--- src/hdl/multi_slot_alarm_scheduler_macros.svh ---
// ----------------------------------------------------------------------------
// Assertion macros for the multi-slot alarm scheduler
// Shared clocked, reset-gated wrappers for concurrent assertions.
// ----------------------------------------------------------------------------
`ifndef MULTI_SLOT_ALARM_SCHEDULER_MACROS_SVH
`define MULTI_SLOT_ALARM_SCHEDULER_MACROS_SVH

// Property checked at every clock edge while out of reset.
`define MSAS_ASSERT(label, prop, msg) \
  label: assert property (@(posedge clk) disable iff (!rst_n) (prop)) else $error(msg);

// Antecedent in one cycle implies the consequent in the next cycle.
`define MSAS_ASSERT_NEXT(label, ante, cons, msg) \
  label: assert property (@(posedge clk) disable iff (!rst_n) (ante) |=> (cons)) \
    else $error(msg);

`endif

--- src/hdl/msas_pkg.sv ---
// ----------------------------------------------------------------------------
// Multi-slot alarm scheduler package
// Slot count, opcodes, status codes and the beat types of both channels.
// ----------------------------------------------------------------------------
package msas_pkg;

  localparam int SLOT_COUNT = 8;
  localparam int SLOT_IDX_W = (SLOT_COUNT > 1) ? $clog2(SLOT_COUNT) : 1;

  localparam logic [31:0] TIME_ALL_ONES = 32'hFFFF_FFFF;

  typedef enum logic [2:0] {
    OP_TICK      = 3'd0,
    OP_SET       = 3'd1,
    OP_GET       = 3'd2,
    OP_SCAN      = 3'd3,
    OP_CLR_TICK  = 3'd4,
    OP_CLR_FIRED = 3'd5
  } opcode_t;

  localparam logic STATUS_OK       = 1'b0;
  localparam logic STATUS_BAD_SLOT = 1'b1;

  typedef struct packed {
    logic [2:0]  opcode;
    logic [3:0]  slot_index;
    logic [31:0] alarm_time;
    logic        enable;
  } in_item_t;

  typedef struct packed {
    logic        status;
    logic [31:0] slot_time;
    logic        slot_armed;
    logic [31:0] current_time;
    logic [31:0] next_due_time;
    logic        tick_event;
    logic [15:0] fired_mask;
    logic [15:0] armed_mask;
  } out_item_t;

endpackage

--- src/hdl/multi_slot_alarm_scheduler.sv ---
// ----------------------------------------------------------------------------
// Multi-slot alarm scheduler
// Tick counter, alarm slots and a scan sequencer sharing one 32-bit comparator.
// ----------------------------------------------------------------------------
//  Channel | Handshake          | Payload
//  --------+--------------------+-----------------------------
//  input   | start / busy       | in_item  (msas_pkg::in_item_t)
//  result  | out_valid (strobe) | out_item (msas_pkg::out_item_t)
//
// Every input beat gives exactly one result beat, shown in the first cycle
// in which busy is low again.
// Clear, unused opcodes, out-of-range slots and a scan with nothing armed go
// straight to S_OUT; tick, set and get pass S_TICK_CMP, S_SET_CMP or S_GET_WAIT.
// A scan reads each armed slot in S_SCAN_RD, tests it in S_SCAN_LE and a pending
// one in S_SCAN_MIN, an order set by the single comparator and one-port memory.
// Reset (synchronous, active low) empties the slots; no clearing pass is needed.
// Results cannot be stalled; a new item may start while a result is shown.
// ----------------------------------------------------------------------------
module multi_slot_alarm_scheduler (
  input  logic                clk,
  input  logic                rst_n,
  input  logic                start,
  output logic                busy,
  input  msas_pkg::in_item_t  in_item,
  output logic                out_valid,
  output msas_pkg::out_item_t out_item
);
  import msas_pkg::*;

  `include "multi_slot_alarm_scheduler_macros.svh"

  typedef enum logic [2:0] {
    S_IDLE,
    S_TICK_CMP,
    S_SET_CMP,
    S_GET_WAIT,
    S_SCAN_RD,
    S_SCAN_LE,
    S_SCAN_MIN,
    S_OUT
  } state_t;

  state_t                  state_r, state_nxt;
  in_item_t                item_r, item_nxt;
  logic [31:0]             tick_r, tick_nxt;
  logic [31:0]             due_r, due_nxt;
  logic [31:0]             least_r, least_nxt;
  logic [SLOT_COUNT-1:0]   armed_r, armed_nxt;
  logic [SLOT_COUNT-1:0]   fired_r, fired_nxt;
  logic [SLOT_COUNT-1:0]   valid_r, valid_nxt;
  logic                    flag_r, flag_nxt;
  logic [SLOT_IDX_W-1:0]   scan_idx_r, scan_idx_nxt;
  logic                    status_r, status_nxt;
  logic [31:0]             get_time_r, get_time_nxt;
  logic                    get_armed_r, get_armed_nxt;
  logic                    out_valid_r, out_valid_nxt;
  out_item_t               out_r, out_nxt;

  // Slot time memory: one write port, one registered read port.
  logic [31:0]             mem [SLOT_COUNT];
  logic                    mem_we;
  logic                    mem_re;
  logic [SLOT_IDX_W-1:0]   mem_addr;
  logic [31:0]             rd_data_r;
  logic                    rd_valid_r;
  logic [31:0]             slot_data;

  // Shared comparator.
  logic [31:0]             cmp_a, cmp_b;
  logic                    cmp_le;

  logic                    accept;
  logic                    in_range;
  logic [SLOT_IDX_W-1:0]   in_idx;
  logic [SLOT_IDX_W-1:0]   item_idx;
  logic                    scan_last;

  assign accept    = start && (state_r == S_IDLE);
  assign in_idx    = in_item.slot_index[SLOT_IDX_W-1:0];
  assign item_idx  = item_r.slot_index[SLOT_IDX_W-1:0];
  assign in_range  = {1'b0, in_item.slot_index} < 5'(SLOT_COUNT);
  assign scan_last = scan_idx_r == SLOT_IDX_W'(SLOT_COUNT - 1);
  assign cmp_le    = cmp_a <= cmp_b;
  // A slot never written since reset reads as zero.
  assign slot_data = rd_valid_r ? rd_data_r : 32'd0;

  always_comb begin
    unique case (state_r)
      S_TICK_CMP: begin
        cmp_a = due_r;
        cmp_b = tick_r;
      end
      S_SET_CMP: begin
        cmp_a = due_r;
        cmp_b = item_r.alarm_time;
      end
      S_SCAN_MIN: begin
        cmp_a = least_r;
        cmp_b = slot_data;
      end
      default: begin
        cmp_a = slot_data;
        cmp_b = tick_r;
      end
    endcase
  end

  always_comb begin
    state_nxt     = state_r;
    item_nxt      = item_r;
    tick_nxt      = tick_r;
    due_nxt       = due_r;
    least_nxt     = least_r;
    armed_nxt     = armed_r;
    fired_nxt     = fired_r;
    valid_nxt     = valid_r;
    flag_nxt      = flag_r;
    scan_idx_nxt  = scan_idx_r;
    status_nxt    = status_r;
    get_time_nxt  = get_time_r;
    get_armed_nxt = get_armed_r;
    out_valid_nxt = 1'b0;
    out_nxt       = out_r;
    mem_we        = 1'b0;
    mem_re        = 1'b0;
    mem_addr      = scan_idx_r;

    unique case (state_r)
      S_IDLE: begin
        mem_addr = in_idx;
        if (accept) begin
          item_nxt      = in_item;
          status_nxt    = STATUS_OK;
          get_time_nxt  = 32'd0;
          get_armed_nxt = 1'b0;
          state_nxt     = S_OUT;
          case (opcode_t'(in_item.opcode))
            OP_TICK: begin
              tick_nxt  = tick_r + 32'd1;
              state_nxt = S_TICK_CMP;
            end
            OP_SET: begin
              if (in_range) begin
                mem_we            = 1'b1;
                valid_nxt[in_idx] = 1'b1;
                armed_nxt[in_idx] = in_item.enable;
                state_nxt         = S_SET_CMP;
              end else begin
                status_nxt = STATUS_BAD_SLOT;
              end
            end
            OP_GET: begin
              if (in_range) begin
                mem_re    = 1'b1;
                state_nxt = S_GET_WAIT;
              end else begin
                status_nxt = STATUS_BAD_SLOT;
              end
            end
            OP_SCAN: begin
              if (armed_r != '0) begin
                scan_idx_nxt = '0;
                least_nxt    = TIME_ALL_ONES;
                state_nxt    = S_SCAN_RD;
              end
            end
            OP_CLR_TICK:  flag_nxt  = 1'b0;
            OP_CLR_FIRED: fired_nxt = '0;
            default: ;
          endcase
        end
      end
      S_TICK_CMP: begin
        if (cmp_le) begin
          flag_nxt = 1'b1;
        end
        state_nxt = S_OUT;
      end
      S_SET_CMP: begin
        // Lower next-due when the new time is earlier, armed or not.
        if (!cmp_le) begin
          due_nxt = item_r.alarm_time;
        end
        state_nxt = S_OUT;
      end
      S_GET_WAIT: begin
        get_time_nxt  = slot_data;
        get_armed_nxt = armed_r[item_idx];
        state_nxt     = S_OUT;
      end
      S_SCAN_RD: begin
        if (armed_r[scan_idx_r]) begin
          mem_re    = 1'b1;
          state_nxt = S_SCAN_LE;
        end else if (scan_last) begin
          due_nxt   = least_r;
          state_nxt = S_OUT;
        end else begin
          scan_idx_nxt = scan_idx_r + SLOT_IDX_W'(1);
        end
      end
      S_SCAN_LE: begin
        if (cmp_le) begin
          // Slot is due: retire it.
          armed_nxt[scan_idx_r] = 1'b0;
          fired_nxt[scan_idx_r] = 1'b1;
          if (scan_last) begin
            due_nxt   = least_r;
            state_nxt = S_OUT;
          end else begin
            scan_idx_nxt = scan_idx_r + SLOT_IDX_W'(1);
            state_nxt    = S_SCAN_RD;
          end
        end else begin
          state_nxt = S_SCAN_MIN;
        end
      end
      S_SCAN_MIN: begin
        if (!cmp_le) begin
          least_nxt = slot_data;
        end
        if (scan_last) begin
          due_nxt   = (!cmp_le) ? slot_data : least_r;
          state_nxt = S_OUT;
        end else begin
          scan_idx_nxt = scan_idx_r + SLOT_IDX_W'(1);
          state_nxt    = S_SCAN_RD;
        end
      end
      S_OUT: begin
        out_nxt.status        = status_r;
        out_nxt.slot_time     = get_time_r;
        out_nxt.slot_armed    = get_armed_r;
        out_nxt.current_time  = tick_r;
        out_nxt.next_due_time = due_r;
        out_nxt.tick_event    = flag_r;
        out_nxt.fired_mask    = 16'(fired_r);
        out_nxt.armed_mask    = 16'(armed_r);
        out_valid_nxt         = 1'b1;
        state_nxt             = S_IDLE;
      end
      default: state_nxt = S_IDLE;
    endcase
  end

  always_ff @(posedge clk) begin
    if (!rst_n) begin
      state_r     <= S_IDLE;
      tick_r      <= 32'd0;
      due_r       <= TIME_ALL_ONES;
      armed_r     <= '0;
      fired_r     <= '0;
      valid_r     <= '0;
      flag_r      <= 1'b0;
      scan_idx_r  <= '0;
      out_valid_r <= 1'b0;
    end else begin
      state_r     <= state_nxt;
      tick_r      <= tick_nxt;
      due_r       <= due_nxt;
      armed_r     <= armed_nxt;
      fired_r     <= fired_nxt;
      valid_r     <= valid_nxt;
      flag_r      <= flag_nxt;
      scan_idx_r  <= scan_idx_nxt;
      out_valid_r <= out_valid_nxt;
    end
    item_r      <= item_nxt;
    least_r     <= least_nxt;
    status_r    <= status_nxt;
    get_time_r  <= get_time_nxt;
    get_armed_r <= get_armed_nxt;
    out_r       <= out_nxt;
  end

  always_ff @(posedge clk) begin
    if (mem_we) begin
      mem[mem_addr] <= in_item.alarm_time;
    end
    if (mem_re) begin
      rd_data_r  <= mem[mem_addr];
      rd_valid_r <= valid_r[mem_addr];
    end
  end

  assign busy      = state_r != S_IDLE;
  assign out_valid = out_valid_r;
  assign out_item  = out_r;

  `MSAS_ASSERT(a_out_when_idle, !out_valid || !busy, "result beat while sequencer busy")
  `MSAS_ASSERT_NEXT(a_accept_busy, start && !busy, busy, "accepted beat did not start work")
  `MSAS_ASSERT(a_done_strobe,
               !($fell(busy) && $past(rst_n)) || out_valid,
               "work ended without a result beat")
  `MSAS_ASSERT(a_bad_slot_clean,
               !(out_valid && out_item.status) ||
               (out_item.slot_time == 32'd0 && !out_item.slot_armed),
               "failed request returned slot data")

endmodule

--- config.mk ---
export PLATFORM = sky130hd
export DESIGN_NAME = multi_slot_alarm_scheduler
export DESIGN_NICKNAME = d
export VERILOG_FILES = /design/src/hdl/msas_pkg.sv /design/src/hdl/multi_slot_alarm_scheduler.sv
export VERILOG_INCLUDE_DIRS = /design/src /design/src/hdl
export SDC_FILE = /design/constraint.sdc
export NUM_CORES = 1
export LEC_CHECK = 0
export ABC_AREA = 1
export BUFFER_PORTS_ARGS = -buffer_cell sky130_fd_sc_hd__buf_2
export CAP_MARGIN = 20
export CORE_ASPECT_RATIO = 1.4
export CORE_MARGIN = 2
export CORE_UTILIZATION = 60
export DETAILED_ROUTE_END_ITERATION = 10
export PLACE_DENSITY = 0.79
export SLEW_MARGIN = 5
export SYNTH_ARGS = -nofsm -noshare
export SYNTH_HDL_FRONTEND = slang
export SYNTH_SLANG_ARGS = --single-unit
--- constraint.sdc ---
create_clock -name clk -period 8.6 [get_ports clk]
set_input_delay 0.86 -clock clk [delete_from_list [all_inputs] [get_ports clk]]
set_output_delay 0.86 -clock clk [all_outputs]
set_load 0.02 [all_outputs]
==> results.md, run 1 <==
* Fraction of the mapped netlist area in adder cells at 1.75%
* H-tree levels at 2
* Post-DP HPWL at about 44 mm
* Syn avg cell area at 11.9 µm²
* Library cells used by synthesis at 56
* Worst path required time at 9.06 ns
* CP max stage delay at between 0.6 and 0.7 ns
* Clock sink total at roughly 600
* Mux cell area share after synthesis at 0%
* Post CTS Setup Buffer Count at 0
* CTS root buffer: clkbuf_16
* CORE AREA at 41200 µm²
* CTS Buffer Depth at 3
* Final wirelength at between 60 and 70 mm
* Worst-path maximum fanout at 27
* First-pass detailed-route iteration total at 9
* Cells after DPL at between 2000 and 3000
* Crit-path most repeated cell: nand2_1
* Critical path class: flop to flop
* Min-Delay Endpoint: out_item[114]$_DFFE_PP_
* RR Startpoint: state_r[1]$_SDFFE_PN0P_
* Status: finished, final reports clean
* Syn Inst Count at between 2000 and 2500
* Antenna-violating nets left at 0
* Post-placement cell area at 26200 µm²
* Clock Skew at ~0.017 ns
* Max rail drop VDD at roughly 0.24 mV
* Post-route insts no fill at 2834
* WHS Path Cells at 0
* Fin. Hold Viols at 0
* CP cell instances: inv_2, nor2_2, buf_4, inv_2, nor2_2, buf_4, inv_2, nand2_2, nor2_2, inv_2, o221ai_1, ha_1, nand2_1, nor2_1, nand2_1, nor4_4, nand3b_2, nand3_2, nand2_1, nor2_4, nand3_1, nand2_1, nand2_1
* Share of layout cells above drive strength 1 at ~15%
* Min Tclk post-route at approximately 5.6 ns
* Die Wd at 176 µm
* Total CTS buffers at between 50 and 60
* Slowest cell on the critical path: nor2_4
* Initial antenna violation count at 2
* Sequential area share after synthesis at between 60% and 70%
* Worst relative slew slack at approximately 29%
* Port buffer count at ~160
* Die Height at around 250 µm
* Initial drt markers at roughly 2100
* Gr ovfl total at 0
* Drc violations at 0
* Area of the mapped netlist at between 20000 and 25000 µm²
* Main combinational cell family by area after synthesis: simple AND/OR/NAND/NOR gates
* Starting Density at between 60% and 70%
* Slew @ Worst Pin at approximately 1.1 ns
* Vias in the first global route at approximately 17000
* I/O Pins at about 180
* Top Family by Delay on Critical Path: simple AND/OR/NAND/NOR gates
* Max-cap check violation count at 0
* CP arrival at 6.05 ns
* Post-synth EDFFs at slightly above 500
* Worst setup EP type: flop
* Routed vias/inst at 6.15
* Resized cells post-CTS at 0
* RSZ-0062 raised after global routing: false
* Top-count cell post-synth: edfxtp_1
* Detailed-route wire length per cell at 23.5 µm
* Largest net degree at the start of global routing at 70
* Final net count at 2329
* Cell taking the most area after synthesis: edfxtp_1
* Final worst slack at roughly 3.0 ns
* Reg2Reg Setup Slack at ~3 ns
* Share of the synthesized area in the top cell type at roughly three fifths
* Ys async rst share at 0%
* CTS Hold Bufs at 0
* Worst-case reg-to-reg path depth at 23
* Routability-driven placement congestion ratio at 0.968
* Setup TNS Final at 0 ns
* Power Density at 288 nW/µm²
* Final Max Tran Viols at 0
* Worst min-delay path startpoint: get_time_r[16]$_SDFFCE_PN0P_
* Top cells by area, synth: edfxtp_1, dfxtp_1, nand2_1
* Hold_ws at 0.420 ns
* Cell Rows at between 80 and 90
* Die ar. at ~43000 µm²
* Type of element launching the critical path: flop
* Simple logic cell fraction of the synthesized area at between 10% and 20%
* Post-synthesis compound-gate area fraction at approximately a tenth
* Static leakage at roughly 10 nW
* Final Cell Area at about 28000 µm²
* Xor/xnor cell area share of the yosys netlist at less than 1%
* Global-route wire length before repair at between 90 and 100 mm
* FF-to-FF End: due_r[14]$_SDFFE_PN1P_
* Later-pin clock latency in the skew report at 0.61 ns
* CP bufs+invs at 6
* YS warnings at 0
* Synthesis-to-finish area growth at 12.5%
* Class of the worst hold path: flop to flop
* Top FF cell, synth: edfxtp_1
* CTS clock-pin slew for the worst setup and hold paths at ~0.07 ns
* Finish-stage setup viols at 0
* Routed vias at between 15000 and 20000
* Max Fclk at ~0.18 GHz
* Seq cells post-synth at 601
* Final period util at roughly 65%
* CTS tree: built
* GRT Overall Usage at 30.8%
* Pre-CTS WS at roughly 3.1 ns
* Top post-synthesis cells by count: edfxtp_1, nand2_1, nor2_1
[worst register-to-register path: stages, from the launching register on]
cell      delay, ns
dfxtp_1        0.38
inv_2          0.08
nor2_2         0.07
buf_4          0.25
inv_2          0.19
nor2_2         0.11
buf_4          0.32
inv_2          0.15
nand2_2        0.46
nor2_2         0.23
inv_2          0.42
o221ai_1       0.20
ha_1           0.34
nand2_1        0.08
nor2_1         0.14
nand2_1        0.12
nor4_4         0.22
nand3b_2       0.15
nand3_2        0.35
nand2_1        0.16
nor2_4         0.62
nand3_1        0.22
nand2_1        0.11
nand2_1        0.06
[worst max-delay path by stage]
stage                            start                endpoint  slack (ns)  cells past startpoint
3_5_place_dp   state_r[1]$_SDFFE_PN0P_  due_r[14]$_SDFFE_PN1P_        3.14                     23
5_1_grt        state_r[1]$_SDFFE_PN0P_  due_r[14]$_SDFFE_PN1P_        2.68                     23
3_3_place_gp   state_r[1]$_SDFFE_PN0P_  due_r[13]$_SDFFE_PN1P_        3.29                     21
2_1_floorplan  state_r[0]$_SDFFE_PN0P_   out_item[0]$_DFFE_PP_        2.62                      2
4_1_cts        state_r[1]$_SDFFE_PN0P_  due_r[14]$_SDFFE_PN1P_        3.10                     21
6_report       state_r[1]$_SDFFE_PN0P_  due_r[14]$_SDFFE_PN1P_        3.01                     23
[state kept, by name, indices dropped and copies added (netlist names)]
| register | count |
|---|---|
| mem | 256 |
| out_item | 115 |
| due_r | 32 |
| get_time_r | 32 |
| item_r | 32 |
| least_r | 32 |
| rd_data_r | 32 |
| tick_r | 32 |
| armed_r | 8 |
| fired_r | 8 |
| valid_r | 8 |
| item_idx | 3 |
| scan_idx_r | 3 |
| state_r | 3 |
| flag_r | 1 |
| get_armed_r | 1 |
| out_valid | 1 |
| rd_valid_r | 1 |
| status_r | 1 |
[cells by family (layout without fill, tap and decap cells)]
logic type | Yosys count | count (layout)
compound gates | 338 | 338
flops | 601 | 601
xor+xnor | 12 | 12
fa+ha+maj | 35 | 35
simple gates | 845 | 845
buf+inv | 271 | 446
other cells | 1 | 17
[power by group]
part | switching [mW] | internal [mW]
sequential | 0.119 | 3.40
combinational | 1.48 | 0.631
clock | 1.08 | 1.40
[layer usage]
layer	GRT usage, %	part of all wire [%]	vias up	wire length (µm)
met1	40.1	37	8303	24700
met3	4.65	8.6	184	5700
met2	51.3	49	1031	32900
met4	14.5	4.8	2	3210
li1	-	-	7906	-
met5	0	0.011	-	7
[cell type report]
| cell class | instances | area, µm² |
|---|---|---|
| diodes | 1 | 2.50 |
| clock buffers | 56 | 1320 |
| clock inverters | 39 | 519 |
| fillers | 2949 | 13100 |
| inverters | 158 | 596 |
| multi-input cells | 1246 | 6840 |
| flip-flops and latches | 601 | 17100 |
| well taps | 540 | 676 |
| repair buffers | 193 | 1050 |
[cells in the final DEF (no fill, tap or decap), types with 9 or more instances in the layout]
cell type and n:
nand3_1 133, ha_1 35, nor2_2 12, dfxtp_1 96
o22ai_1 13, clkbuf_16 51, o21ai_0 25, nor3_1 32
nor2_1 135, bufinv_16 9, edfxtp_1 505, inv_2 15
a221oi_1 23, conb_1 16, clkinv_2 10, o221ai_1 34
nand2_1 435, xor2_1 11, buf_2 159, a22oi_1 134
nand4_1 60, inv_1 140, buf_4 34, a21oi_1 72
[stage by stage]
stage / utilization (%) / total power [mW]
global route: 68.2 / 8.44
finish: 68.2 / 8.10
CTS: 68.2 / 8.08
global placement: 63.7 / 5.59
detailed placement: 63.7 / 5.63
floorplan: - / 5.00
Note: power is estimated with default switching activity, not from simulation.
==> inputs of run 2 (changes only) <==
==> constraint.sdc (replaced) <==
create_clock -name clk -period 5.6 [get_ports clk]
set_input_delay 0.56 -clock clk [delete_from_list [all_inputs] [get_ports clk]]
set_output_delay 0.56 -clock clk [all_outputs]
set_load 0.02 [all_outputs]
==> run 2 against run 1 <==
Routed wire length decreased by 0.27%; sequential cell count unchanged; cell count unchanged; first-iteration DRC count increased by 10%; hold slack got worse by 0.18 ns; critical endpoint is now due_r[7]$_SDFFE_PN1P_; count of clock-buffer cells in the layout increased by 2; setup slack got worse by 2.0 ns; non-clock buffer count increased by 1.
==> results.md, run 2 (synthesis results as in run 1) <==
* Min Tclk post-route at 4.61 ns (was 5.59 ns)
* Status: finished, final reports clean (unchanged)
* Power Density at 440 nW/µm² (was 288 nW/µm²)
* Reg2Reg Setup Slack at 0.99 ns (was 3.01 ns)
* Port buffer count at 159 (unchanged)
* Critical path startpoint: state_r[1]$_SDFFE_PN0P_ (unchanged)
* Share of layout cells above drive strength 1 at 15.0% (was 15.4%)
* Initial drt markers at 2268 (was 2062)
* Final period util at 82.4% (was 64.9%)
* Overall power at 12.3 mW (was 8.10 mW)
* Pre-CTS WS at 1.10 ns (was 3.14 ns)
* I/O Pins at 176 (unchanged)
* Finish-stage setup viols at 0 (unchanged)
* Slew @ Worst Pin at 1.05 ns (was 1.06 ns)
* Later-pin clock latency in the skew report at 0.62 ns (was 0.61 ns)
* Worst min-delay path startpoint: in_item[23] (was get_time_r[16]$_SDFFCE_PN0P_)
* CTS Hold Bufs at 0 (unchanged)
* Most frequent cells in the layout: edfxtp_1, nand2_1, buf_2, inv_1, nor2_1 (unchanged)
* GRT Overall Usage at 30.7% (was 30.8%)
* Slowest cell on the critical path: nand3_1 (was nor2_4)
* CP cell instances: inv_2, nor2_2, buf_4, inv_2, nor2_4, buf_4, nor2_2, inv_2, o221ai_1, ha_1, nand2_1, nor2_1, nand2_1, nor4_4, nand2_1, nand2_2, nand2_2, nand2_1, nand3_1, buf_12, nand2_1, nand3_1 (was inv_2, nor2_2, buf_4, inv_2, nor2_2, buf_4, inv_2, nand2_2, nor2_2, inv_2, o221ai_1, ha_1, nand2_1, nor2_1, nand2_1, nor4_4, nand3b_2, nand3_2, nand2_1, nor2_4, nand3_1, nand2_1, nand2_1)
* CTS Buffer Depth at 3 (unchanged)
* Initial antenna violation count at 4 (was 2)
* Commonest non-fill, non-tap cell in the layout: edfxtp_1 (unchanged)
* CTS clock-pin slew for the worst setup and hold paths at 0.07 ns (about the same)
* Fin. Hold Viols at 0 (unchanged)
* Worst-path maximum fanout at 26 (was 27)
* Crit-path most repeated cell: nand2_1 (unchanged)
* Detailed-route wire length per cell at 23.4 µm (was 23.5 µm)
* CP arrival at 5.07 ns (was 6.05 ns)
* Final net count at 2331 (was 2329)
* Cell Rows at 88 (unchanged)
* Max FFs per register at 256 (unchanged)
* Gr ovfl total at 0 (unchanged)
* CORE AREA at 41200 µm² (unchanged)
* CTS root buffer: clkbuf_16 (unchanged)
* Resized cells post-CTS at 0 (unchanged)
* Post-DP HPWL at 43.7 mm (was 43.9 mm)
* CP max stage delay at 0.41 ns (was 0.62 ns)
* Fillers at 2895 (was 2949)
* Worst setup EP type: flop (unchanged)
* H-tree levels at 2 (unchanged)
* Synthesis-to-finish area growth at 12.3% (was 12.5%)
* Clock Skew at 0.0340 ns (was 0.0165 ns)
* Static leakage at 10.1 nW (about the same)
* Largest net degree at the start of global routing at 89 (was 70)
* First-pass detailed-route iteration total at 8 (was 9)
* Worst path required time at 6.05 ns (was 9.06 ns)
* RSZ-0062 raised after global routing: false (unchanged)
* Starting Density at 60.6% (unchanged)
* Total CTS buffers at 52 (was 51)
* Final wirelength at 66.4 mm (was 66.5 mm)
* Critical path class: flop to flop (unchanged)
* Clock sink total at 601 (unchanged)
* Worst relative slew slack at 30.1% (was 28.9%)
* Setup TNS Final at 0 ns (unchanged)
* Vias in the first global route at 16700 (was 16500)
* Max-cap check violation count at 0 (unchanged)
* Max Fclk at 0.217 GHz (was 0.179 GHz)
* Die Height at 245 µm (unchanged)
* Routed vias at 17600 (was 17400)
* Class of the worst hold path: input pin to flop (was flop to flop)
* Die ar. at 43300 µm² (unchanged)
* Max rail drop VDD at 0.340 mV (was 0.245 mV)
* Routability-driven placement congestion ratio at 1.04 (was 0.968)
* Global-route wire length before repair at 100 mm (was 99.7 mm)
* Type of element launching the critical path: flop (unchanged)
* Die Wd at 176 µm (unchanged)
* Final core utilization at 68.1% (was 68.2%)
* Antenna-violating nets left at 0 (unchanged)
* Largest Register: mem (unchanged)
* Drc violations at 0 (unchanged)
* Final Max Tran Viols at 0 (unchanged)
* Final worst slack at 0.986 ns (was 3.01 ns)
* Post CTS Setup Buffer Count at 0 (unchanged)
* Routed vias/inst at 6.22 (was 6.15)
* RR Startpoint: state_r[1]$_SDFFE_PN0P_ (unchanged)
* CTS tree: built (unchanged)
run 2: cell count changes in the layout (fill, tap and decap cells not counted), moves of 3 or more:
cell	change
clkbuf_1	+3
clkinv_2	-6
inv_6	+3
bufinv_16	-3
clkinv_1	+4
run 2: final cells by class:
| class | instances | area [µm²] | share of cell area, % |
|---|---|---|---|
| Multi-Input combinational cell | 1246 | 6830 | 24.4 |
| Timing Repair Buffer | 194 | 1100 | 3.94 |
| Clock buffer | 58 | 1320 | 4.72 |
| Sequential cell | 601 | 17100 | 61.0 |
| Tap cell | 540 | 676 | 2.41 |
| Inverter | 158 | 596 | 2.13 |
| Antenna cell | 3 | 7.51 | 0.0268 |
| Clock inverter | 34 | 402 | 1.43 |
run 2: power by group:
| part | internal (mW) | switching (mW) | total [mW] |
|---|---|---|---|
| Clock | 2.01 | 1.65 | 3.65 |
| Sequential | 5.22 | 0.186 | 5.40 |
| Combinational | 0.984 | 2.30 | 3.29 |
run 2: critical path, delay by kind of cell, from the launching register on:
kind | cells | cell delay (ns)
AND/OR/NAND/NOR | 14 | 1.93
buffers and inverters | 6 | 1.58
flip-flops | 1 | 0.39
adder cells (fa/ha/maj) | 1 | 0.35
AO/OA/AOI/OAI | 1 | 0.20
run 2: final timing paths:
check | cells past startpoint | endpoint
worst min-delay path | 1 | mem[4][22]$_DFFE_PP_
worst max register to register | 22 | due_r[7]$_SDFFE_PN1P_
worst min register to register | 0 | out_item[102]$_DFFE_PP_
worst max-delay path | 22 | due_r[7]$_SDFFE_PN1P_
run 2: routing by layer:
| layer | track usage (%) | part of all wire [%] | vias up |
|---|---|---|---|
| met4 | 15.1 | 5.0 | 2 |
| met5 | 0 | 0.020 | - |
| li1 | - | - | 7925 |
| met1 | 39.7 | 37 | 8360 |
| met2 | 50.2 | 49 | 1119 |
| met3 | 5.83 | 9.6 | 208 |
run 2: stage by stage:
step | hold slack (ns) | instances | cell area [µm²]
floorplan | 0.400 | 2118 | 25000
global placement | 0.402 | 2738 | 26300
detailed placement | 0.405 | 2738 | 26300
CTS | 0.224 | 2830 | 28000
global route | 0.240 | 2834 | 28000
finish | 0.238 | 2834 | 28000
